<file path="src/vpfe_pkg.sv">
// Shared types and constants for the video payload frame extractor.
// No dependencies; every other file in src depends on this package.
package vpfe_pkg;

	localparam int CMD_W      = 2;
	localparam int BYTE_W     = 8;
	localparam int ST_W       = 2;
	localparam int HDR_W      = 8;
	localparam int POS_W      = 12;
	localparam int SLOT_W     = 16;
	localparam int CNT_W      = 28;
	localparam int CFG_IDX_W  = 1;
	localparam int CFG_DATA_W = 16;

	// Request commands
	localparam logic [CMD_W-1:0] CMD_START = 2'd0;
	localparam logic [CMD_W-1:0] CMD_BYTE  = 2'd1;
	localparam logic [CMD_W-1:0] CMD_EMPTY = 2'd2;

	// Result status codes
	localparam logic [ST_W-1:0] ST_RUNNING  = 2'd0;
	localparam logic [ST_W-1:0] ST_DONE     = 2'd1;
	localparam logic [ST_W-1:0] ST_NO_FRAME = 2'd2;
	localparam logic [ST_W-1:0] ST_OVERSIZE = 2'd3;

	// Configuration register indexes
	localparam logic [CFG_IDX_W-1:0] CFG_MAX_PAYLOAD = 1'b0;
	localparam logic [CFG_IDX_W-1:0] CFG_MAX_PACKETS = 1'b1;

	localparam logic [POS_W-1:0]  MAX_PAYLOAD_RST = 12'd1024;
	localparam logic [SLOT_W-1:0] MAX_PACKETS_RST = 16'd10000;

	// End-of-frame flag position in header byte 1
	localparam int EOF_BIT = 1;

	localparam logic [POS_W-1:0]  POS_MAX  = {POS_W{1'b1}};
	localparam logic [SLOT_W-1:0] SLOT_MAX = {SLOT_W{1'b1}};
	localparam logic [CNT_W-1:0]  CNT_MAX  = {CNT_W{1'b1}};

	typedef struct packed {
		logic [CMD_W-1:0]  command;
		logic [BYTE_W-1:0] data_byte;
		logic              last_in_packet;
	} item_t;

	typedef struct packed {
		logic [POS_W-1:0]  max_payload;
		logic [SLOT_W-1:0] max_packets;
	} cfg_t;

	typedef struct packed {
		logic              valid;
		logic              take;
	} stage_ctl_t;

endpackage

</file>
<file path="src/vpfe_if.sv">
// Valid/ready channel interfaces for requests and results.
// Depends on vpfe_pkg for field widths.
interface vpfe_in_if;
	logic                           valid;
	logic                           ready;
	logic [vpfe_pkg::CMD_W-1:0]     command;
	logic [vpfe_pkg::BYTE_W-1:0]    data_byte;
	logic                           last_in_packet;

	modport source (output valid, command, data_byte, last_in_packet, input ready);
	modport sink   (input valid, command, data_byte, last_in_packet, output ready);
endinterface

interface vpfe_out_if;
	logic                           valid;
	logic                           ready;
	logic                           has_byte;
	logic [vpfe_pkg::BYTE_W-1:0]    payload_byte;
	logic [vpfe_pkg::ST_W-1:0]      status;
	logic [vpfe_pkg::CNT_W-1:0]     frame_length;

	modport source (output valid, has_byte, payload_byte, status, frame_length, input ready);
	modport sink   (input valid, has_byte, payload_byte, status, frame_length, output ready);
endinterface

</file>
<file path="src/vpfe_in_stage.sv">
// Input register for incoming requests.
// Depends on vpfe_pkg and vpfe_in_if.
module vpfe_in_stage (
	input  logic                 clk,
	input  logic                 arst_n,
	vpfe_in_if.sink              packet,
	input  logic                 take,
	output vpfe_pkg::stage_ctl_t ctl_s1,
	output vpfe_pkg::item_t      item_s1
);
	import vpfe_pkg::*;

	logic valid_s1;

	// Refill when empty or whenever the held request leaves this cycle
	assign packet.ready = !valid_s1 || take;

	always_ff @(posedge clk or negedge arst_n) begin
		if (!arst_n) begin
			valid_s1 <= 1'b0;
		end else if (packet.ready) begin
			valid_s1 <= packet.valid;
		end
	end

	always_ff @(posedge clk) begin
		if (packet.ready && packet.valid) begin
			item_s1.command        <= packet.command;
			item_s1.data_byte      <= packet.data_byte;
			item_s1.last_in_packet <= packet.last_in_packet;
		end
	end

	assign ctl_s1.valid = valid_s1;
	assign ctl_s1.take  = take;
endmodule

</file>
<file path="src/vpfe_core.sv">
// Capture state, header strip logic and result register.
// Depends on vpfe_pkg and vpfe_out_if.
module vpfe_core (
	input  logic                 clk,
	input  logic                 arst_n,
	input  vpfe_pkg::cfg_t       cfg,
	input  logic                 valid_s1,
	input  vpfe_pkg::item_t      item_s1,
	output logic                 take,
	vpfe_out_if.source           payload
);
	import vpfe_pkg::*;

	logic              active_q, saving_q, eof_q;
	logic [HDR_W-1:0]  hdr_q;
	logic [POS_W-1:0]  pos_q;
	logic [SLOT_W-1:0] pkt_q;
	logic [CNT_W-1:0]  cnt_q;

	logic              active_n, saving_n, eof_n;
	logic [HDR_W-1:0]  hdr_n;
	logic [POS_W-1:0]  pos_n;
	logic [SLOT_W-1:0] pkt_n;
	logic [CNT_W-1:0]  cnt_n;

	logic              in_payload, slot_end, fire, has;
	logic [ST_W-1:0]   st;

	logic              out_valid_q, out_has_q;
	logic [BYTE_W-1:0] out_byte_q;
	logic [ST_W-1:0]   out_st_q;
	logic [CNT_W-1:0]  out_len_q;

	assign take = valid_s1 && (!out_valid_q || payload.ready);

	always_comb begin
		active_n   = active_q;
		saving_n   = saving_q;
		eof_n      = eof_q;
		hdr_n      = hdr_q;
		pos_n      = pos_q;
		pkt_n      = pkt_q;
		cnt_n      = cnt_q;
		in_payload = 1'b0;
		slot_end   = 1'b0;
		has        = 1'b0;
		st         = ST_RUNNING;
		if (take) begin
			case (item_s1.command)
				CMD_START: begin
					active_n = 1'b1;
					saving_n = 1'b0;
					eof_n    = 1'b0;
					hdr_n    = '0;
					pos_n    = '0;
					pkt_n    = '0;
					cnt_n    = '0;
				end
				CMD_BYTE: begin
					if (active_q) begin
						if (pos_q == '0) hdr_n = item_s1.data_byte;
						if (pos_q == POS_W'(1)) eof_n = item_s1.data_byte[EOF_BIT];
						in_payload = saving_q && (pos_q >= {{(POS_W-HDR_W){1'b0}}, hdr_n});
						if (in_payload && (pos_q >= cfg.max_payload)) begin
							active_n = 1'b0;
							st       = ST_OVERSIZE;
						end else begin
							has = in_payload;
							if (in_payload && (cnt_q != CNT_MAX)) cnt_n = cnt_q + 1'b1;
							if (pos_q != POS_MAX) pos_n = pos_q + 1'b1;
							if (item_s1.last_in_packet) begin
								slot_end = 1'b1;
								if (eof_n) begin
									if (saving_q) begin
										st       = ST_DONE;
										active_n = 1'b0;
									end else begin
										saving_n = 1'b1;
									end
								end
							end
						end
					end
				end
				CMD_EMPTY: begin
					slot_end = active_q;
				end
				default: ;
			endcase
		end
		if (slot_end) begin
			pos_n = '0;
			eof_n = 1'b0;
			if (pkt_q != SLOT_MAX) pkt_n = pkt_q + 1'b1;
			if ((st == ST_RUNNING) && (pkt_n >= cfg.max_packets)) begin
				st       = ST_NO_FRAME;
				active_n = 1'b0;
			end
		end
		fire = has || (st != ST_RUNNING);
	end

	always_ff @(posedge clk or negedge arst_n) begin
		if (!arst_n) begin
			active_q <= 1'b0;
			saving_q <= 1'b0;
			eof_q    <= 1'b0;
			hdr_q    <= '0;
			pos_q    <= '0;
			pkt_q    <= '0;
			cnt_q    <= '0;
		end else begin
			active_q <= active_n;
			saving_q <= saving_n;
			eof_q    <= eof_n;
			hdr_q    <= hdr_n;
			pos_q    <= pos_n;
			pkt_q    <= pkt_n;
			cnt_q    <= cnt_n;
		end
	end

	always_ff @(posedge clk or negedge arst_n) begin
		if (!arst_n) begin
			out_valid_q <= 1'b0;
		end else if (take && fire) begin
			out_valid_q <= 1'b1;
		end else if (payload.ready) begin
			out_valid_q <= 1'b0;
		end
	end

	always_ff @(posedge clk) begin
		if (take && fire) begin
			out_has_q  <= has;
			out_byte_q <= has ? item_s1.data_byte : '0;
			out_st_q   <= st;
			out_len_q  <= cnt_n;
		end
	end

	assign payload.valid        = out_valid_q;
	assign payload.has_byte     = out_has_q;
	assign payload.payload_byte = out_byte_q;
	assign payload.status       = out_st_q;
	assign payload.frame_length = out_len_q;
endmodule

</file>
<file path="src/video_payload_frame_extractor.sv">
// Video payload frame extractor: strips packet headers and emits one frame.
// A request is held in the input register; its result is then registered in
// the result register behind the capture logic.
// Throughput: one request per cycle while results are taken; a stalled result
// holds the core, and the input register still takes one more request.
// Reset (arst_n low): capture idle, no result pending, limits at 1024 / 10000.
module video_payload_frame_extractor (
	input  logic                           clk,
	input  logic                           arst_n,
	input  logic                           cfg_we,
	input  logic [vpfe_pkg::CFG_IDX_W-1:0] cfg_index,
	input  logic [vpfe_pkg::CFG_DATA_W-1:0] cfg_data,
	vpfe_in_if.sink                        packet,
	vpfe_out_if.source                     payload
);
	import vpfe_pkg::*;

	cfg_t       cfg_q;
	stage_ctl_t ctl_s1;
	item_t      item_s1;
	logic       take;

	// Limits should only be rewritten while the capture path is drained; the block itself does not enforce this.
	always_ff @(posedge clk or negedge arst_n) begin
		if (!arst_n) begin
			cfg_q.max_payload <= MAX_PAYLOAD_RST;
			cfg_q.max_packets <= MAX_PACKETS_RST;
		end else if (cfg_we) begin
			unique case (cfg_index)
				CFG_MAX_PAYLOAD: cfg_q.max_payload <= cfg_data[POS_W-1:0];
				CFG_MAX_PACKETS: cfg_q.max_packets <= cfg_data[SLOT_W-1:0];
				default: ;
			endcase
		end
	end

	// Hold each request here until the core can advance it.
	vpfe_in_stage u_in_stage (
		.clk     (clk),
		.arst_n  (arst_n),
		.packet  (packet),
		.take    (take),
		.ctl_s1  (ctl_s1),
		.item_s1 (item_s1)
	);

	// Drop header bytes, count payload, flag frame end, slot limit or oversize.
	vpfe_core u_core (
		.clk      (clk),
		.arst_n   (arst_n),
		.cfg      (cfg_q),
		.valid_s1 (ctl_s1.valid),
		.item_s1  (item_s1),
		.take     (take),
		.payload  (payload)
	);
endmodule

</file>
<file path="src/flat_wrapper.sv">
// flat-port wrapper written by rule: the top's interface ports become plain ports
module video_payload_frame_extractor_flat import vpfe_pkg::*;
  (clk, arst_n, cfg_we, cfg_index, cfg_data, packet_valid, packet_command, packet_data_byte, packet_last_in_packet, packet_ready, payload_valid, payload_has_byte, payload_payload_byte, payload_status, payload_frame_length, payload_ready);
  vpfe_in_if packet_i ();
  vpfe_out_if payload_i ();
  input  logic clk;
  input  logic arst_n;
  input  logic cfg_we;
  input  logic [vpfe_pkg::CFG_IDX_W-1:0] cfg_index;
  input  logic [vpfe_pkg::CFG_DATA_W-1:0] cfg_data;
  input wire logic [$bits(packet_i.valid)-1:0] packet_valid;
  input wire logic [$bits(packet_i.command)-1:0] packet_command;
  input wire logic [$bits(packet_i.data_byte)-1:0] packet_data_byte;
  input wire logic [$bits(packet_i.last_in_packet)-1:0] packet_last_in_packet;
  output wire logic [$bits(packet_i.ready)-1:0] packet_ready;
  output wire logic [$bits(payload_i.valid)-1:0] payload_valid;
  output wire logic [$bits(payload_i.has_byte)-1:0] payload_has_byte;
  output wire logic [$bits(payload_i.payload_byte)-1:0] payload_payload_byte;
  output wire logic [$bits(payload_i.status)-1:0] payload_status;
  output wire logic [$bits(payload_i.frame_length)-1:0] payload_frame_length;
  input wire logic [$bits(payload_i.ready)-1:0] payload_ready;
  assign packet_i.valid = packet_valid;
  assign packet_i.command = packet_command;
  assign packet_i.data_byte = packet_data_byte;
  assign packet_i.last_in_packet = packet_last_in_packet;
  assign packet_ready = packet_i.ready;
  assign payload_valid = payload_i.valid;
  assign payload_has_byte = payload_i.has_byte;
  assign payload_payload_byte = payload_i.payload_byte;
  assign payload_status = payload_i.status;
  assign payload_frame_length = payload_i.frame_length;
  assign payload_i.ready = payload_ready;
  video_payload_frame_extractor u_core (.clk(clk), .arst_n(arst_n), .cfg_we(cfg_we), .cfg_index(cfg_index), .cfg_data(cfg_data), .packet(packet_i), .payload(payload_i));
endmodule
</file>
<file path="config.mk">
export PLATFORM = sky130hd
export DESIGN_NAME = video_payload_frame_extractor_flat
export DESIGN_NICKNAME = d
export VERILOG_FILES = /design/src/vpfe_pkg.sv /design/src/vpfe_if.sv /design/src/vpfe_in_stage.sv /design/src/vpfe_core.sv /design/src/video_payload_frame_extractor.sv /design/src/flat_wrapper.sv
export SDC_FILE = /design/constraint.sdc
export NUM_CORES = 1
export LEC_CHECK = 0
export ABC_CLOCK_PERIOD_IN_PS = 13650
export BUFFER_PORTS_ARGS = -buffer_cell sky130_fd_sc_hd__buf_2
export CELL_PAD_IN_SITES_DETAIL_PLACEMENT = 0
export CELL_PAD_IN_SITES_GLOBAL_PLACEMENT = 1
export CORE_MARGIN = 1
export CORE_UTILIZATION = 45
export CTS_CLUSTER_DIAMETER = 60
export CTS_CLUSTER_SIZE = 8
export DETAILED_ROUTE_END_ITERATION = 8
export PLACE_DENSITY_LB_ADDON = 0.15
export SKIP_CTS_REPAIR_TIMING = 1
export SLEW_MARGIN = 0
export SYNTH_ARGS = -nofsm -noshare
export SYNTH_HDL_FRONTEND = slang
export SYNTH_SLANG_ARGS = --single-unit
</file>
<file path="constraint.sdc">
create_clock -name clk -period 13.65 [get_ports clk]
set_input_delay 1.365 -clock clk [delete_from_list [all_inputs] [get_ports clk]]
set_output_delay 1.365 -clock clk [all_outputs]
set_load 0.02 [all_outputs]
</file>
# Yosys cells after proc, flatten, opt, wreduce, memory -nomap -nowiden
# Cells that the tools add are included.
# totals
out_inout_bits	41
wordCells	128
reg_bits	147
# classes
n_eq_ne	13
add_sub_neg	3
n_bitwise	1
muxes	64
reduce_logical	26
n_lt_le_gt_ge	3
# op_table
op	n
28-bit two-way mux	4
16-bit two-way mux	5
12-bit two-way mux	5
28-bit case mux with 2 select lines	1
8-bit two-way mux	5
1-bit two-way mux	32
28-bit by 1-bit adder with 28-bit output (second input constant)	1
28-bit inequality test (second input constant)	1
12-bit case mux with 2 select lines	1
16-bit by 1-bit adder with 16-bit output (second input constant)	1
16-bit >= comparator	1
16-bit inequality test (second input constant)	1
8-bit case mux with 2 select lines	1
12-bit by 1-bit adder with 12-bit output (second input constant)	1
12-bit by 1-bit == test with 1-bit output (second input constant)	1
12-bit >= comparator	1
12-bit by 8-bit >= comparator with 1-bit output	1
12-bit zero test	1
2-bit two-way mux	6
12-bit inequality test (second input constant)	1
3-bit inequality test (second input constant)	3
1-bit case mux with 2 select lines	4
2-bit nonzero test	4
1-bit logical AND	7
13 further kinds	21

# Logic depth before layout (Yosys ltp)
# depth
depth_word	21
mapped_depth	13

# Cells and area by module
# A second synthesis with hierarchy kept.
# hier_totals
cells_unflattened	742
hier_area_um2	8045.2
# by_module_without_submodules
module	instances	seq_area_each_um2	cells_each	area_each_um2
vpfe_core	1	2872.8	665	6537.5
video_payload_frame_extractor	1	708.2	60	1108.6
vpfe_in_stage	1	355.3	17	399.1

# Least setup slack after synthesis
# No wires, ideal clock.
# synth_path
kind	register -> register
from	register u_core.u_core.pos_q[5]
to	register u_core.u_core.out_len_q[0], in the netlist u_core.u_core.payload.frame_length[0] (enable)
required_time_ps	13156
arrival_time_ps	6012
path_stages_with_launch	13
path_slack_ps	7143
path_buffers	2
path_cell_list	dfrtp_1 clkbuf_1 nor4_1 nand4_1 mux2_2 ha_1 nor3b_1 o21ai_0 a32oi_2 a211oi_2 or2_1 buf_2 o31ai_1
# synth_between
elab_chain_len	19
# synth_lines
element	line_no	rtl
from (decl)	vpfe_core.sv:16	logic [POS_W-1:0] pos_q;
from (signal assigned)	vpfe_core.sv:117	pos_q <= pos_n;
12-bit zero test	vpfe_core.sv:61	if (pos_q == '0) hdr_n = item_s1.data_byte;
8-bit two-way mux	vpfe_core.sv:61	
8-bit two-way mux	vpfe_core.sv:60	if (active_q) begin
8-bit two-way mux	vpfe_core.sv:49	case (item_s1.command)
8-bit two-way mux	vpfe_core.sv:48	if (take) begin
12-bit by 8-bit >= comparator with 1-bit output	vpfe_core.sv:63	in_payload = saving_q && (pos_q >= {{(POS_W-HDR_W){1'b0}}, hdr_n});
1-bit logical AND	vpfe_core.sv:63	
1-bit logical AND	vpfe_core.sv:64	if (in_payload && (pos_q >= cfg.max_payload)) begin
(+3 left out)	-	
2-bit two-way mux	vpfe_core.sv:48	
2-bit zero test	vpfe_core.sv:95	if ((st == ST_RUNNING) && (pkt_n >= cfg.max_packets)) begin
1-bit logical AND	vpfe_core.sv:95	
2-bit two-way mux	vpfe_core.sv:95	
2-bit two-way mux	vpfe_core.sv:91	if (slot_end) begin
2-bit nonzero test	vpfe_core.sv:100	fire = has || (st != ST_RUNNING);
1-bit logical OR (*)	vpfe_core.sv:100	
1-bit logical AND (*)	vpfe_core.sv:134	if (take && fire) begin
to (signal assigned)	vpfe_core.sv:138	out_len_q <= cnt_n;
to (decl)	vpfe_core.sv:32	logic [CNT_W-1:0] out_len_q;
# Every way passes the cells marked *; elsewhere a longest branch is shown, timed or not. The select of a mux whose other input is x is not followed.
# A chain may end at the register's enable or synchronous reset.

# Worst setup path after layout
# layout_path
from	register u_core.u_core.pos_q[11]
to	register u_core.u_core.out_len_q[1], in the netlist u_core.u_core.payload.frame_length[1] (enable)
# Same word-level chain as after synthesis.

==> run metrics <==
status=finished, final reports clean; clk slew on worst S/H paths=0.06 ns; Final Hold Viols=0; hold crit path type=flop to flop; Max-Cap Viols=0; DRC errors left=0; synth warn=0; Seq/Total Area, Yosys=49.6%; Syn Nets=837; Crit. End Element=flop; uppermost layer routed=met4; slew margin rel.=37.6%; Via density=5.88; DR iter-0 viols=385; metal2 WL=9.08 mm; dpl cell area=8500 sq um; DP Wirelength=13.5 mm; Syn Area/Cell=10.4 sq um; Tightest Pin Transition=0.937 ns; fraction of layout cells with a size suffix above 1=17.9%; Bufs on Longest Clock Path=2; clk sink count=147; ANT nets after route=0; Post-synth EDFFs=50; CP Depth=11; Hold Path Origin=u_core.u_core.hdr_q[3]$_DFFE_PN0P_; global-route wire length before repair=31.4 mm; post-synthesis cell area=7940 sq um; WL met1=8.57 mm; Antenna diodes=0; final wirelength=18.7 mm; gr ovfl total=0; crit-path cells=nor4_2 -> nand4_1 -> mux2_2 -> ha_1 -> nor3b_1 -> o21ai_0 -> a32oi_2 -> a211oi_2 -> or2_1 -> o31ai_4 -> buf_4; Fillers=1534; cell count after synthesis=760; Initial Utilization=46.1%; top-area cell type share of the netlist area=28.7%; drt pass-1 iters=6; Synth cell types=71; clk_lat worst skew=0.43 ns; WL per Instance=17.6 microns; reg-to-reg critical path startpoint=u_core.u_core.pos_q[11]$_DFFE_PN0P_; die area=18200 sq um; CP Class=flop to flop; io pins=74; overall global routing resource usage=22.4%; final setup skew=0.00749 ns; hold path cells=2; CP top delay family=simple AND/OR/NAND/NOR gates; clk root buf=clkbuf_16; largest net degree at the start of global routing=64; Tcrit/Tclk final=35.7%; RSZ-0062 raised after global routing=false; Arr. time, crit path=4.93 ns; WL met3=818 microns; CTS Buf Count=17; synthesis-stage register bit count=147; initial antenna violation count=0; crit path launch type=flop; most frequent cells after synthesis=dfrtp_1, nand2_1, inv_1; Row Count=48; Critical Path Fanout Max=39; Synth Flop Type=dfrtp_1; fin util=52.6%; CP Launch Point=u_core.u_core.pos_q[11]$_DFFE_PN0P_; Worst path slowest cell=or2_1; gp weighted congestion=0.870; ys async rst share=66.0%; Setup TNS=0 ns; hold endpoint=u_core.u_core.hdr_q[3]$_DFFE_PN0P_; Layout Area Growth over Synthesis=14.2%; core area=17200 sq um; final number of setup-violating endpoints=0; most common cell in the synthesized netlist=dfrtp_1; Slew Viols, Final=0; Critical R2R Capture=u_core.u_core.payload.frame_length[1]$_DFFE_PP_; Die Width=135 microns; maximum clock rate=0.205 GHz; Layout Nets=903; TritonCTS clock tree=yes; r2r setup slk=8.78 ns; Leak Pwr=3.93 nW; vias in the first global route=6068; vias=6260; fin crit period=4.87 ns; Required @ worst endpoint=13.72 ns; H-tree Lvls=4; Power per Cell Area=128 nW/um^2; largest stage delay on the critical path=0.62 ns; top post-synthesis cells by area=dfrtp_1, edfxtp_1, ha_1, nand2_1, a31oi_1; Die Ht=135 microns; VDD IR max=0.119 mV; final design area excluding fillers=9070 sq um; input/output buffers=73; worst path bufs/invs=1; Yosys top cell by area=dfrtp_1; Worst R2R Path Depth=11
[stage by stage]
| step | setup slack, ns | total power, mW | hold slack, ns | std cells |
|---|---|---|---|---|
| after global placement | 8.80 | 0.702 | 0.462 | 1032 |
| after CTS | 8.76 | 1.17 | 0.485 | 1064 |
| final | 8.78 | 1.16 | 0.482 | 1064 |
| after global routing | 8.40 | 1.22 | 0.506 | 1064 |
| after floorplan | 7.14 | 0.653 | 0.450 | 760 |
| after detailed placement | 8.65 | 0.711 | 0.471 | 1032 |
[metal layers]
| layer | up-vias | GRT usage, % |
|---|---|---|
| met4 | 0 | 6.55 |
| li1 | 2982 | - |
| met5 | - | 0 |
| met3 | 19 | 4.88 |
| met1 | 3091 | 30.0 |
| met2 | 168 | 36.3 |
[worst register-to-register path, delay by kind of cell, from the launching register on]
kind | cells | cell delay [ns]
AO/OA/AOI/OAI | 4 | 1.00
adder cells (fa/ha/maj) | 1 | 0.27
buffers and inverters | 1 | 0.46
flip-flops | 1 | 0.44
multiplexers | 1 | 0.49
AND/OR/NAND/NOR | 4 | 1.82
[flip-flops by register name, indices dropped and copies added (netlist names)]
register                            cells
u_core.u_core.hdr_q                     8
u_core.u_core.payload.status            2
u_core.u_core.pos_q                    12
u_core.u_in_stage.valid_s1              1
u_core.u_core.saving_q                  1
u_core.u_core.active_q                  1
u_core.cfg_q                           28
u_core.u_core.pkt_q                    16
u_core.u_core.cnt_q                    28
u_core.u_core.payload.has_byte          1
u_core.u_core.payload.frame_length     28
u_core.u_core.payload.valid             1
u_core.u_in_stage.item_s1              11
u_core.u_core.eof_q                     1
u_core.u_core.payload.payload_byte      8
[cell families after synthesis]
group | count (synthesis) | synth area share, %
compound gates | 188 | 15.9
xor+xnor | 2 | 0.221
fa+ha+maj | 44 | 6.93
buf+inv | 82 | 4.24
flops | 147 | 49.6
mux | 46 | 6.30
simple gates | 251 | 16.8
[layout by cell type, fill, tap and decap left out, types with 5 or more instances in the layout]
cell,count
mux2_1,13
o31ai_1,7
edfxtp_1,50
o21ai_1,11
buf_4,6
ha_1,44
dfrtp_1,91
o211ai_1,7
clkbuf_16,17
and3_1,9
a31oi_1,35
nand3_1,33
o31a_1,5
o21ai_0,43
mux2i_1,14
mux2_2,19
a21o_1,11
nand4_1,19
a211oi_1,5
nor2b_1,5
o221ai_1,7
nor4_1,6
a21oi_1,21
buf_2,72
nor2_1,31
dfstp_2,6
and2_1,30
and4_1,10
nor3_1,13
nand2_1,73
inv_1,51
[how the worst max path moves through the flow]
stage	slack, ns	end
2_1_floorplan	7.14	u_core.u_core.payload.frame_length[0]$_DFFE_PP_
3_3_place_gp	8.80	u_core.u_core.payload.payload_byte[4]$_SDFFCE_PN0P_
3_5_place_dp	8.65	u_core.u_core.payload.payload_byte[1]$_SDFFCE_PN0P_
4_1_cts	8.76	u_core.u_core.payload.frame_length[23]$_DFFE_PP_
5_1_grt	8.40	u_core.u_core.payload.frame_length[17]$_DFFE_PP_
6_report	8.78	u_core.u_core.payload.frame_length[1]$_DFFE_PP_
[report_power, final]
part	leakage, nW	internal, mW	switching (mW)
Combinational	1.95	0.0716	0.104
Clock	0.282	0.256	0.198
Sequential	1.70	0.497	0.0295
Total	3.93	0.825	0.332
[cell type report]
class | count | area [sq um] | area share [%]
clock inverter | 15 | 146 | 1.61
tap | 225 | 282 | 3.10
clock buffer | 17 | 425 | 4.69
sequential | 147 | 3940 | 43.4
timing repair buffer | 78 | 405 | 4.47
multi-input combinational | 531 | 3680 | 40.6
inverter | 51 | 191 | 2.11
(Power assumes the default switching activity.)
